--- src/design/nvme_prp_descriptor_builder_top_assert.svh ---
// ----------------------------------------------------------------------------
// PRP descriptor builder assertion macros
// Concurrent checks clocked on clk, held off while rst_n is low.
// ----------------------------------------------------------------------------
`ifndef NVME_PRP_DESCRIPTOR_BUILDER_TOP_ASSERT_SVH
`define NVME_PRP_DESCRIPTOR_BUILDER_TOP_ASSERT_SVH

`ifndef NO_ASSERTIONS
// antecedent implies consequent in the same cycle
`define NPDB_ASSERT_SAME(lbl, ante, cons, msg) \
  lbl: assert property (@(posedge clk) disable iff (!rst_n) (ante) |-> (cons)) \
    else $error(msg);
// antecedent implies consequent in the next cycle
`define NPDB_ASSERT_NEXT(lbl, ante, cons, msg) \
  lbl: assert property (@(posedge clk) disable iff (!rst_n) (ante) |=> (cons)) \
    else $error(msg);
`else
`define NPDB_ASSERT_SAME(lbl, ante, cons, msg)
`define NPDB_ASSERT_NEXT(lbl, ante, cons, msg)
`endif

`endif

--- src/design/npdb_pkg.sv ---
// ----------------------------------------------------------------------------
// npdb_pkg
// Shared types and codes of the PRP descriptor builder.
// ----------------------------------------------------------------------------
package npdb_pkg;

  localparam int PAGE_BYTES_DEF    = 4096;
  localparam int LIST_CAPACITY_DEF = 512;

  localparam int APB_AW = 4;
  localparam int APB_DW = 64;

  // register index, taken from paddr[3]
  localparam logic REG_LIST_BASE = 1'b0;

  localparam logic [1:0] KIND_BUILD   = 2'd0;
  localparam logic [1:0] KIND_RELEASE = 2'd1;
  localparam logic [1:0] KIND_READ    = 2'd2;

  localparam logic [1:0] ST_OK        = 2'd0;
  localparam logic [1:0] ST_BUSY      = 2'd1;
  localparam logic [1:0] ST_TOO_LARGE = 2'd2;

  typedef struct packed {
    logic [1:0]  kind;
    logic [63:0] dma_address;
    logic [31:0] xfer_len;
    logic [8:0]  entry_index;
  } in_item_t;

  typedef struct packed {
    logic [63:0] prp_first;
    logic [63:0] prp_second;
    logic [1:0]  status;
    logic [9:0]  list_entries;
    logic [63:0] entry_value;
  } res_t;

  // list state update requests from the datapath
  typedef struct packed {
    logic busy_clr;
    logic list_load;
    logic count_clr;
  } upd_t;

endpackage

--- src/design/nvme_prp_descriptor_builder_top.sv ---
// ----------------------------------------------------------------------------
// nvme_prp_descriptor_builder_top
// PRP1/PRP2 builder with PRP list bookkeeping for page-based DMA transfers.
// ----------------------------------------------------------------------------
// Input channel (in_*): build, release or list-entry read items, valid/ready.
// Result channel (out_*): one result item per input item, valid/ready, in
// input order.
// APB port: one 64-bit register, the PRP list base, at byte address 0.
// An item taken is held in the input register, then registered in the result
// register that drives out_*. Throughput: one item per cycle while out_ready
// is high, set by the single combinational pass between the two registers.
// A build needing a list marks the list busy until a release item; reads
// return list entries from the last recorded list.
// Receiver stall: the result register holds; the input register then holds
// the following item and in_ready drops until out_ready returns.
// Reset (synchronous, rst_n low): list free, count and first page zero,
// list base zero, both channels empty.
// ----------------------------------------------------------------------------
`include "nvme_prp_descriptor_builder_top_assert.svh"

module nvme_prp_descriptor_builder_top #(
  parameter int PAGE_BYTES    = npdb_pkg::PAGE_BYTES_DEF,
  parameter int LIST_CAPACITY = npdb_pkg::LIST_CAPACITY_DEF
) (
  input  logic                        clk,
  input  logic                        rst_n,
  input  logic                        in_valid,
  output logic                        in_ready,
  input  logic [1:0]                  in_kind,
  input  logic [63:0]                 in_dma_address,
  input  logic [31:0]                 in_xfer_len,
  input  logic [8:0]                  in_entry_index,
  output logic                        out_valid,
  input  logic                        out_ready,
  output logic [63:0]                 out_prp_first,
  output logic [63:0]                 out_prp_second,
  output logic [1:0]                  out_status,
  output logic [9:0]                  out_list_entries,
  output logic [63:0]                 out_entry_value,
  input  logic                        psel,
  input  logic                        penable,
  input  logic                        pwrite,
  input  logic [npdb_pkg::APB_AW-1:0] paddr,
  input  logic [npdb_pkg::APB_DW-1:0] pwdata,
  output logic [npdb_pkg::APB_DW-1:0] prdata,
  output logic                        pready
);
  import npdb_pkg::*;

  localparam int CW = $clog2(LIST_CAPACITY + 1);

  logic          in_valid_r,  in_valid_nxt;
  in_item_t      item_r;
  logic          out_valid_r, out_valid_nxt;
  res_t          res_r;
  logic          list_busy_r, list_busy_nxt;
  logic [63:0]   list_first_page_r, list_first_page_nxt;
  logic [CW-1:0] list_count_r, list_count_nxt;

  logic [63:0]   list_base;
  res_t          res_c;
  upd_t          upd_c;
  logic [63:0]   load_page;
  logic [CW-1:0] load_count;
  logic          advance;
  logic          take_in;

  npdb_cfg u_cfg (
    .clk       (clk),
    .rst_n     (rst_n),
    .psel      (psel),
    .penable   (penable),
    .pwrite    (pwrite),
    .paddr     (paddr),
    .pwdata    (pwdata),
    .prdata    (prdata),
    .pready    (pready),
    .list_base (list_base)
  );

  npdb_calc #(
    .PAGE_BYTES    (PAGE_BYTES),
    .LIST_CAPACITY (LIST_CAPACITY)
  ) u_calc (
    .item            (item_r),
    .list_busy       (list_busy_r),
    .list_first_page (list_first_page_r),
    .list_count      (list_count_r),
    .list_base       (list_base),
    .res             (res_c),
    .upd             (upd_c),
    .load_page       (load_page),
    .load_count      (load_count)
  );

  // item moves from input register to result register
  assign advance  = in_valid_r && (!out_valid_r || out_ready);
  assign in_ready = !in_valid_r || advance;
  assign take_in  = in_valid && in_ready;

  always_comb begin
    in_valid_nxt        = take_in || (in_valid_r && !advance);
    out_valid_nxt       = advance || (out_valid_r && !out_ready);
    list_busy_nxt       = list_busy_r;
    list_first_page_nxt = list_first_page_r;
    list_count_nxt      = list_count_r;
    if (advance) begin
      if (upd_c.busy_clr) begin
        list_busy_nxt = 1'b0;
      end
      if (upd_c.count_clr) begin
        list_count_nxt = '0;
      end
      if (upd_c.list_load) begin
        list_busy_nxt       = 1'b1;
        list_first_page_nxt = load_page;
        list_count_nxt      = load_count;
      end
    end
  end

  always_ff @(posedge clk) begin
    if (!rst_n) begin
      in_valid_r        <= 1'b0;
      out_valid_r       <= 1'b0;
      list_busy_r       <= 1'b0;
      list_first_page_r <= '0;
      list_count_r      <= '0;
    end else begin
      in_valid_r        <= in_valid_nxt;
      out_valid_r       <= out_valid_nxt;
      list_busy_r       <= list_busy_nxt;
      list_first_page_r <= list_first_page_nxt;
      list_count_r      <= list_count_nxt;
    end
  end

  always_ff @(posedge clk) begin
    if (take_in) begin
      item_r.kind        <= in_kind;
      item_r.dma_address <= in_dma_address;
      item_r.xfer_len    <= in_xfer_len;
      item_r.entry_index <= in_entry_index;
    end
    if (advance) begin
      res_r <= res_c;
    end
  end

  assign out_valid        = out_valid_r;
  assign out_prp_first    = res_r.prp_first;
  assign out_prp_second   = res_r.prp_second;
  assign out_status       = res_r.status;
  assign out_list_entries = res_r.list_entries;
  assign out_entry_value  = res_r.entry_value;

  // a busy list always describes at least two pages
  `NPDB_ASSERT_SAME(a_busy_has_entries, list_busy_r, list_count_r != '0,
    "list busy with empty count")
  // a successful list build leaves the list busy
  `NPDB_ASSERT_NEXT(a_load_sets_busy, advance && upd_c.list_load,
    list_busy_r && (list_count_r != '0), "list build did not mark busy")
  // a held item stays put while the result side is stalled
  `NPDB_ASSERT_NEXT(a_hold_item, in_valid_r && !advance,
    in_valid_r && $stable(item_r), "held item lost or changed")

endmodule

--- src/design/npdb_cfg.sv ---
// ----------------------------------------------------------------------------
// npdb_cfg
// APB register file holding the PRP list base address.
// ----------------------------------------------------------------------------
module npdb_cfg (
  input  logic                       clk,
  input  logic                       rst_n,
  input  logic                       psel,
  input  logic                       penable,
  input  logic                       pwrite,
  input  logic [npdb_pkg::APB_AW-1:0] paddr,
  input  logic [npdb_pkg::APB_DW-1:0] pwdata,
  output logic [npdb_pkg::APB_DW-1:0] prdata,
  output logic                       pready,
  output logic [63:0]                list_base
);
  import npdb_pkg::*;

  logic [63:0] list_base_r;
  logic        wr_en;
  logic        reg_hit;

  // paddr[3] selects the register; the low three bits are ignored
  assign reg_hit = (paddr[3] == REG_LIST_BASE);
  assign pready  = 1'b1;
  assign wr_en   = psel && penable && pwrite && pready && reg_hit;

  always_ff @(posedge clk) begin
    if (!rst_n) begin
      list_base_r <= '0;
    end else if (wr_en) begin
      list_base_r <= pwdata;
    end
  end

  assign prdata    = reg_hit ? list_base_r : '0;
  assign list_base = list_base_r;

endmodule

--- src/design/npdb_calc.sv ---
// ----------------------------------------------------------------------------
// npdb_calc
// Single-pass PRP page arithmetic: result fields and list state updates.
// ----------------------------------------------------------------------------
module npdb_calc #(
  parameter int PAGE_BYTES    = npdb_pkg::PAGE_BYTES_DEF,
  parameter int LIST_CAPACITY = npdb_pkg::LIST_CAPACITY_DEF,
  localparam int PW = $clog2(PAGE_BYTES),
  localparam int CW = $clog2(LIST_CAPACITY + 1)
) (
  input  npdb_pkg::in_item_t item,
  input  logic               list_busy,
  input  logic [63:0]        list_first_page,
  input  logic [CW-1:0]      list_count,
  input  logic [63:0]        list_base,
  output npdb_pkg::res_t     res,
  output npdb_pkg::upd_t     upd,
  output logic [63:0]        load_page,
  output logic [CW-1:0]      load_count
);
  import npdb_pkg::*;

  logic [PW-1:0]    offset;
  logic [PW:0]      avail;
  logic [31:0]      rem;
  logic             fits_one;
  logic             fits_two;
  logic [32:0]      ent_sum;
  logic [32:0]      entries;
  logic             too_large;
  logic [63-PW:0]   page_hi;
  logic [63:0]      page_after;
  logic             idx_hit;
  logic [63:0]      rd_value;

  always_comb begin
    offset    = item.dma_address[PW-1:0];
    avail     = (PW+1)'(PAGE_BYTES) - {1'b0, offset};
    fits_one  = item.xfer_len <= 32'(avail);
    rem       = item.xfer_len - 32'(avail);
    fits_two  = rem <= 32'(PAGE_BYTES);
    // ceil(rem / page)
    ent_sum   = {1'b0, rem} + 33'(PAGE_BYTES - 1);
    entries   = ent_sum >> PW;
    too_large = entries > 33'(LIST_CAPACITY);
    page_hi   = item.dma_address[63:PW] + (64-PW)'(1);
    page_after = {page_hi, {PW{1'b0}}};
    idx_hit   = 32'(item.entry_index) < 32'(list_count);
    rd_value  = list_first_page + (64'(item.entry_index) << PW);
  end

  always_comb begin
    res        = '0;
    upd        = '0;
    load_page  = page_after;
    load_count = entries[CW-1:0];
    case (item.kind)
      KIND_BUILD: begin
        res.prp_first = item.dma_address;
        if (fits_one) begin
          res.status = ST_OK;
        end else if (fits_two) begin
          res.prp_second = page_after;
        end else if (list_busy) begin
          res.status = ST_BUSY;
        end else if (too_large) begin
          res.status    = ST_TOO_LARGE;
          upd.busy_clr  = 1'b1;
          upd.count_clr = 1'b1;
        end else begin
          res.prp_second   = list_base;
          res.list_entries = entries[9:0];
          upd.list_load    = 1'b1;
        end
      end
      KIND_RELEASE: begin
        upd.busy_clr = 1'b1;
      end
      KIND_READ: begin
        res.entry_value = idx_hit ? rd_value : '0;
      end
      default: begin
        res = '0;
      end
    endcase
  end

endmodule

--- config.mk ---
export PLATFORM = sky130hd
export DESIGN_NAME = nvme_prp_descriptor_builder_top
export DESIGN_NICKNAME = d
export VERILOG_FILES = /design/src/design/npdb_pkg.sv /design/src/design/nvme_prp_descriptor_builder_top.sv /design/src/design/npdb_cfg.sv /design/src/design/npdb_calc.sv
export VERILOG_INCLUDE_DIRS = /design/src /design/src/design
export SDC_FILE = /design/constraint.sdc
export NUM_CORES = 1
export LEC_CHECK = 0
export BUFFER_PORTS_ARGS = -buffer_cell sky130_fd_sc_hd__buf_2
export CORE_UTILIZATION = 25
export CTS_CLUSTER_DIAMETER = 30
export DETAILED_ROUTE_END_ITERATION = 10
export PLACE_DENSITY = 0.49
export SLEW_MARGIN = 20
export SYNTH_ARGS = -nofsm -noshare
export SYNTH_HDL_FRONTEND = slang
export SYNTH_HIERARCHICAL = 1
export SYNTH_SLANG_ARGS = --single-unit
export TNS_END_PERCENT = 100
--- constraint.sdc ---
create_clock -name clk -period 12.9 [get_ports clk]
set_clock_uncertainty 0.05 [all_clocks]
set_input_delay 0.645 -clock clk [delete_from_list [all_inputs] [get_ports clk]]
set_output_delay 0.645 -clock clk [all_outputs]
set_load 0.01 [all_outputs]
Yosys cells after proc, flatten, opt, wreduce, memory -nomap -nowiden. Cells that the tools add are included.

Output and inout bits: 271. ROM bits: 0. Memories: 0. Bits in writable memories: 0. Latch bits: 0. Input bits: 182. Register bits: 440. Logic and storage cells: 73.

Bitwise operators: 2. $mul: 0. Reduce and logical (&&, ||, !) cells: 26. $add $sub $neg: 5. Eq/ne operators: 2. Shift-type cells: 0. Multiplexer cells: 17. Div/mod/pow operators: 0. $lt $le $gt $ge: 4.

Operators with widths (count): two-way mux 64 bit (4); adder 64 x 21 -> 64 bit (1); adder 52 x 1 -> 52 bit (second input constant) (1); adder 32 x 12 -> 33 bit (second input constant) (1); <= comparator 32 x 13 -> 1 bit (1); <= comparator 32 x 13 -> 1 bit (second input constant) (1); subtractor 32 x 13 -> 32 bit (1); > comparator 21 x 10 -> 1 bit (second input constant) (1); two-way mux 10 bit (2); subtractor 13 x 12 -> 13 bit (first input constant) (1); < comparator 9 x 10 -> 1 bit (1); two-way mux 3 bit (3); AND reduction 2 bit (4); logical AND 1 bit (7); two-way mux 1 bit (5); OR reduction 5 bit (1); zero test 1 bit (4); logical OR 1 bit (4); two-way mux 2 bit (2); nonzero test 2 bit (2); OR reduction 4 bit (1); OR reduction 3 bit (1); == test 2 x 1 -> 1 bit (second input constant) (1); == test 2 bit (second input constant) (1); other kinds (4) (5).

Longest topological paths before layout.
Word-level depth: 11. Mapped depth: 24. Mapped depth without buffers: 20.

By module. Netlist, hierarchy kept.

By module, submodules not included: nvme_prp_descriptor_builder_top (cells each 644, area each 12379.4 µm², sequential area each 10880.4 µm², instances 1); npdb_calc (cells each 918, area each 5889.4 µm², sequential area each 0.0 µm², instances 1); npdb_cfg (cells each 351, area each 3039.2 µm², sequential area each 1281.2 µm², instances 1).

Worst setup path after synthesis. Ideal clock, no wire load.

Path type: input port to flip-flop. Start: in out_ready. End: reg res_r, in the netlist out_entry_value[0], enable pin. Path slack: 2662 ps. Arrival: 9417 ps. Required time: 12079 ps. Buffers on the path: 2. Setup time: 771 ps. Stages: 4. Cells stage by stage: nor2b_4 > buf_6 > buf_2 > nor2_1.

Cells in the longest elaborated chain, start to end: 2.

Ends and longest elaborated chain: from (decl) (RTL line nvme_prp_descriptor_builder_top.sv:34) `input logic out_ready,`; logical OR 1 bit (RTL line nvme_prp_descriptor_builder_top.sv:97) `assign advance = in_valid_r && (!out_valid_r || out_ready);`; logical AND 1 bit (RTL line nvme_prp_descriptor_builder_top.sv:97); net advance (RTL line nvme_prp_descriptor_builder_top.sv:65) `logic advance;`; to (signal assigned) (RTL line nvme_prp_descriptor_builder_top.sv:146) `res_r <= res_c;`; to (decl) (RTL line nvme_prp_descriptor_builder_top.sv:55) `res_t res_r;`.

The timed path passes the listed nets, and every way through them passes these cells. A chain may end at the register's enable or synchronous reset.

==> results.md <==
Yosys:
- The share of synthesized area in the top cell type comes to between 40% and 50%.
- The number of enable-type register cells in the synthesized netlist is between 300 and 400.
- The cell type with the largest total area after synthesis is sky130_fd_sc_hd__edfxtp_1.
- The gate count after technology mapping is between 1500 and 2000.
- The per-instance average area after synthesis is roughly 11 µm².
- The post-synthesis async set-or-reset flop share is 0%.
- Sorting the synthesized cells by area gives the leading types as sky130_fd_sc_hd__edfxtp_1 (44%), sky130_fd_sc_hd__dfxtp_1 (13%), sky130_fd_sc_hd__nand2_1 (3.5%).
- The number of distinct standard cells referenced by the synthesized netlist is 68.
- The total number of yosys warnings is 6.
- The area of the mapped netlist is 21300 µm².
- The post-synthesis sequential element count is around 450.
- After synthesis, flip-flops and latches occupy a little under three fifths of the total area.
- The most used flip-flop cell after synthesis is sky130_fd_sc_hd__edfxtp_1.

Drt:
- The post-detailed-route via-to-cell ratio is 4.51.
- The number of optimization iterations in the first detailed-route pass is 5.
- In the routed design, unresolved DRC markers number 0.
- The average wire per cell in the routed design is between 15 and 20 µm.
- The residual antenna-violating net count after detailed routing is 0.
- For this block, the initial DRC count from the detailed router was just under 1000.
- Summed over all layers, the routed wires come to a little over 70000 µm.
- The detailed router placed ~16000 vias in this run.

Floorplanning:
- The die is ~290 µm wide.
- Row generation in the floorplan step produced between 100 and 150 rows.
- The die is 294 µm tall.
- The floorplan step defined a die boundary enclosing 86400 µm².
- Once the floorplan was initialized, standard cells occupied 25.4% of the core.
- The core box area is 84000 µm².
- The number of top-level pins is between 400 and 500.

Worst setup path:
- The worst setup path is launched from a flop.
- The library cell contributing the largest single delay on the critical path is sky130_fd_sc_hd__or4_1.
- The critical path goes through nor2_1 -> nand2_1 -> nor4_1 -> nand3b_1 -> or3_1 -> ha_1 -> a211oi_4 -> nand2_1 -> a2111oi_0 -> and3b_1 -> o22ai_1 -> or4_1 -> or4_1 -> nor4_1 -> o21ai_1 -> a2111oi_4 -> buf_4 -> and2_2 -> buf_4 -> and3_1 -> a22o_1.
- The buffers plus inverters on the worst setup path is 2.
- Data on the critical path arrives at its endpoint at about 8400 ps.
- By startpoint and endpoint, the worst setup path is classified as flop to flop.
- Grouping stages by cell kind, the critical path spends the most delay in simple AND/OR/NAND/NOR gates.
- The largest single stage delay on the critical path is 600 ps.
- The kind of capture point of the worst setup path is a flop.
- The required time of the critical path is 13460 ps.
- The maximum fanout along the worst path is 66.

Placed design:
- The port buffer count is 448.
- Routability-driven placement finished with a final weighted congestion of 0.858.
- Detailed placement finished with a half-perimeter wire length of 52300 µm.

Pwr:
- VDD sags by at most ~0.12 mV.
- Of the total power, the share spent switching nets is between 20% and 30%.
- In this run, the combinational gates consume under 10% of the power.
- The switching power summed over all nets is about 1.2 mW.
- Per report_power, the sequential group accounts for about a third of the total.
- The completed layout was analyzed and its total power is around 5.0 mW.
- For this design the ratio of total power to cell area is around 170 nW/µm².
- The leakage power summed over all cells is 11.0 nW.
- Of the total power, the clock network draws about three fifths.
- The internal power of the cells totals roughly 3.8 mW.

STA:
- The worst hold margin is 90.5 ps.
- The number of setup violations in the final report is 0.
- Dividing the final minimum period by the clock period gives about three fifths.
- The number of max-slew violations in the final report came to 0.
- The count of final hold-check violations was 0.
- Setup total negative slack on the finished layout was measured at 0 ps.
- The post-layout minimum cycle time is a little under 8000 ps.
- The worst slew margin relative to its limit is between 30% and 40%.
- Timing would allow up to 127 MHz.
- Setup repair after global routing left no endpoint under its margin.
- The pin slew with the least headroom to its limit is around 1000 ps.

Finish:
- The fill cell total of the finished layout is about 8400.
- The area growth from synthesis to layout is 35.3%.
- The post-route netlist has 27.9% of its cells at a drive strength greater than 1.
- The final layout contains around 2600 nets.
- The most common cell after layout, fill and taps aside is sky130_fd_sc_hd__buf_2.
- In the layout the commonest cells are sky130_fd_sc_hd__buf_2 (447), sky130_fd_sc_hd__edfxtp_1 (311), sky130_fd_sc_hd__nand2_1 (200).

Clock tree:
- Once the clock tree was built, the resizer swapped 0 gates to a different size.
- The number of setup buffers added after CTS is 0.
- The maximum clock insertion buffer count is 3.
- The number of clock buffers added by TritonCTS is ~120.
- The H-tree was split into 3 levels.
- The hold buffer count at cts is 0.
- The CTS sink count is around 450.
- The clock-pin slew of the registers on the worst-case setup and hold paths is about 50 ps.
- TritonCTS built the clock tree.
- The cell at the root of the clock tree is sky130_fd_sc_hd__clkbuf_16.
- For the worst-skew pair, the clock arrives at the later sink with an insertion delay of ~680 ps.

Global routing:
- The via count of the first global-routing pass is around 16000.
- The initial antenna violation count was 13.
- Global routing used between 10% and 20% of the available tracks.
- Entering global routing, the biggest net connects ~100 pins.
- The first global-routing pass estimated approximately 100000 µm of wire.
- The leftover overflow at the end of global routing is 0.

Run:
- The max-capacitance violation count is 0.

Hold path:
- The path class of the tightest hold or removal check is primary input to flop.

Run status:
- The flow ran to the end, and the final reports show no timing, DRC or antenna violations.
-- Yosys cell counts, types with 22 or more instances --
cell type and n:
sky130_fd_sc_hd__o21ai_0 79, sky130_fd_sc_hd__ha_1 32, sky130_fd_sc_hd__edfxtp_1 311, sky130_fd_sc_hd__and2_1 89, sky130_fd_sc_hd__nand2_1 201, sky130_fd_sc_hd__nor2b_1 68
sky130_fd_sc_hd__dfxtp_1 141, sky130_fd_sc_hd__a21boi_0 50, sky130_fd_sc_hd__nor2_1 122, sky130_fd_sc_hd__a22o_1 62, sky130_fd_sc_hd__nand3_1 111, sky130_fd_sc_hd__mux2i_1 67
sky130_fd_sc_hd__buf_4 22, sky130_fd_sc_hd__inv_1 53, sky130_fd_sc_hd__and3_1 24, sky130_fd_sc_hd__xnor2_1 77, sky130_fd_sc_hd__xor2_1 59, sky130_fd_sc_hd__nand4_1 26
sky130_fd_sc_hd__nor3_1 28, sky130_fd_sc_hd__clkbuf_1 63, sky130_fd_sc_hd__a21oi_1 28
-- metal layers --
metal	GRT usage [%]	routed length, µm	vias up
met5	0	23	-
met4	6.05	2010	4
met3	3.87	5080	114
met2	24.0	31000	557
met1	22.8	33600	7884
li1	-	-	7841
-- power by group through the flow --
stage               registers [mW]  logic (mW)  clock network (mW)
floorplan                     1.68       0.145                   0
global placement              1.67       0.269                   0
detailed placement            1.67       0.270                   0
CTS                           1.64       0.272                3.16
global route                  1.65       0.294                3.25
finish                        1.64       0.267                3.10
-- worst paths after layout --
path / startpoint / to / slack (ps) / depth (start not counted)
hold / removal: in_dma_address[42] / item_r[83]$_DFFE_PP_ / 90 / 1
hold reg to reg: u_cfg/list_base[60]$_SDFFE_PN0P_ / u_cfg/list_base[60]$_SDFFE_PN0P_ / 410 / 2
setup reg to reg: item_r[43]$_DFFE_PP_ / list_count_r[3]$_SDFFE_PN0P_ / 5040 / 21
setup / recovery: item_r[43]$_DFFE_PP_ / list_count_r[3]$_SDFFE_PN0P_ / 5040 / 21
-- registers in the layout, indices dropped and copies added (netlist names) --
| register | flops |
|---|---|
| item_r | 107 |
| out_prp_second | 64 |
| out_prp_first | 64 |
| u_cfg/list_base | 64 |
| out_valid | 1 |
| out_status | 2 |
| out_list_entries | 10 |
| list_count_r | 10 |
| list_first_page_r | 64 |
| list_busy_r | 1 |
| in_valid_r | 1 |
| out_entry_value | 64 |
-- metrics by stage --
stage | cells | utilization [%] | setup WS (ps) | cell area [µm²]
6_report | 3638 | 34.3 | 5040 | 28800
5_1_grt | 3634 | 34.3 | 4260 | 28800
4_1_cts | 3632 | 34.3 | 5060 | 28800
2_1_floorplan | 1924 | - | 2660 | 21300
3_5_place_dp | 3409 | 29.2 | 5070 | 24500
3_3_place_gp | 3409 | 29.2 | 5150 | 24500
-- layout make-up --
cell class / count / area (µm²) / area share, %
flip-flops and latches: 452 / 12200 / 42.2
multi-input cells: 1302 / 8330 / 28.9
clock inverters: 90 / 1230 / 4.26
clock buffers: 133 / 3070 / 10.6
well taps: 1134 / 1420 / 4.92
diodes: 6 / 15.0 / 0.0521
inverters: 53 / 199 / 0.690
repair buffers: 468 / 2400 / 8.32
-- kinds of logic after synthesis --
group,count (synthesis),share of synthesized area [%]
xor+xnor,136,5.59
mux,68,3.20
buf+inv,170,4.22
simple gates,738,17.4
compound gates,313,10.4
flops,452,57.1
other cells,2,0.0352
fa+ha+maj,34,2.07
Power figures use the tool's default switching activity.
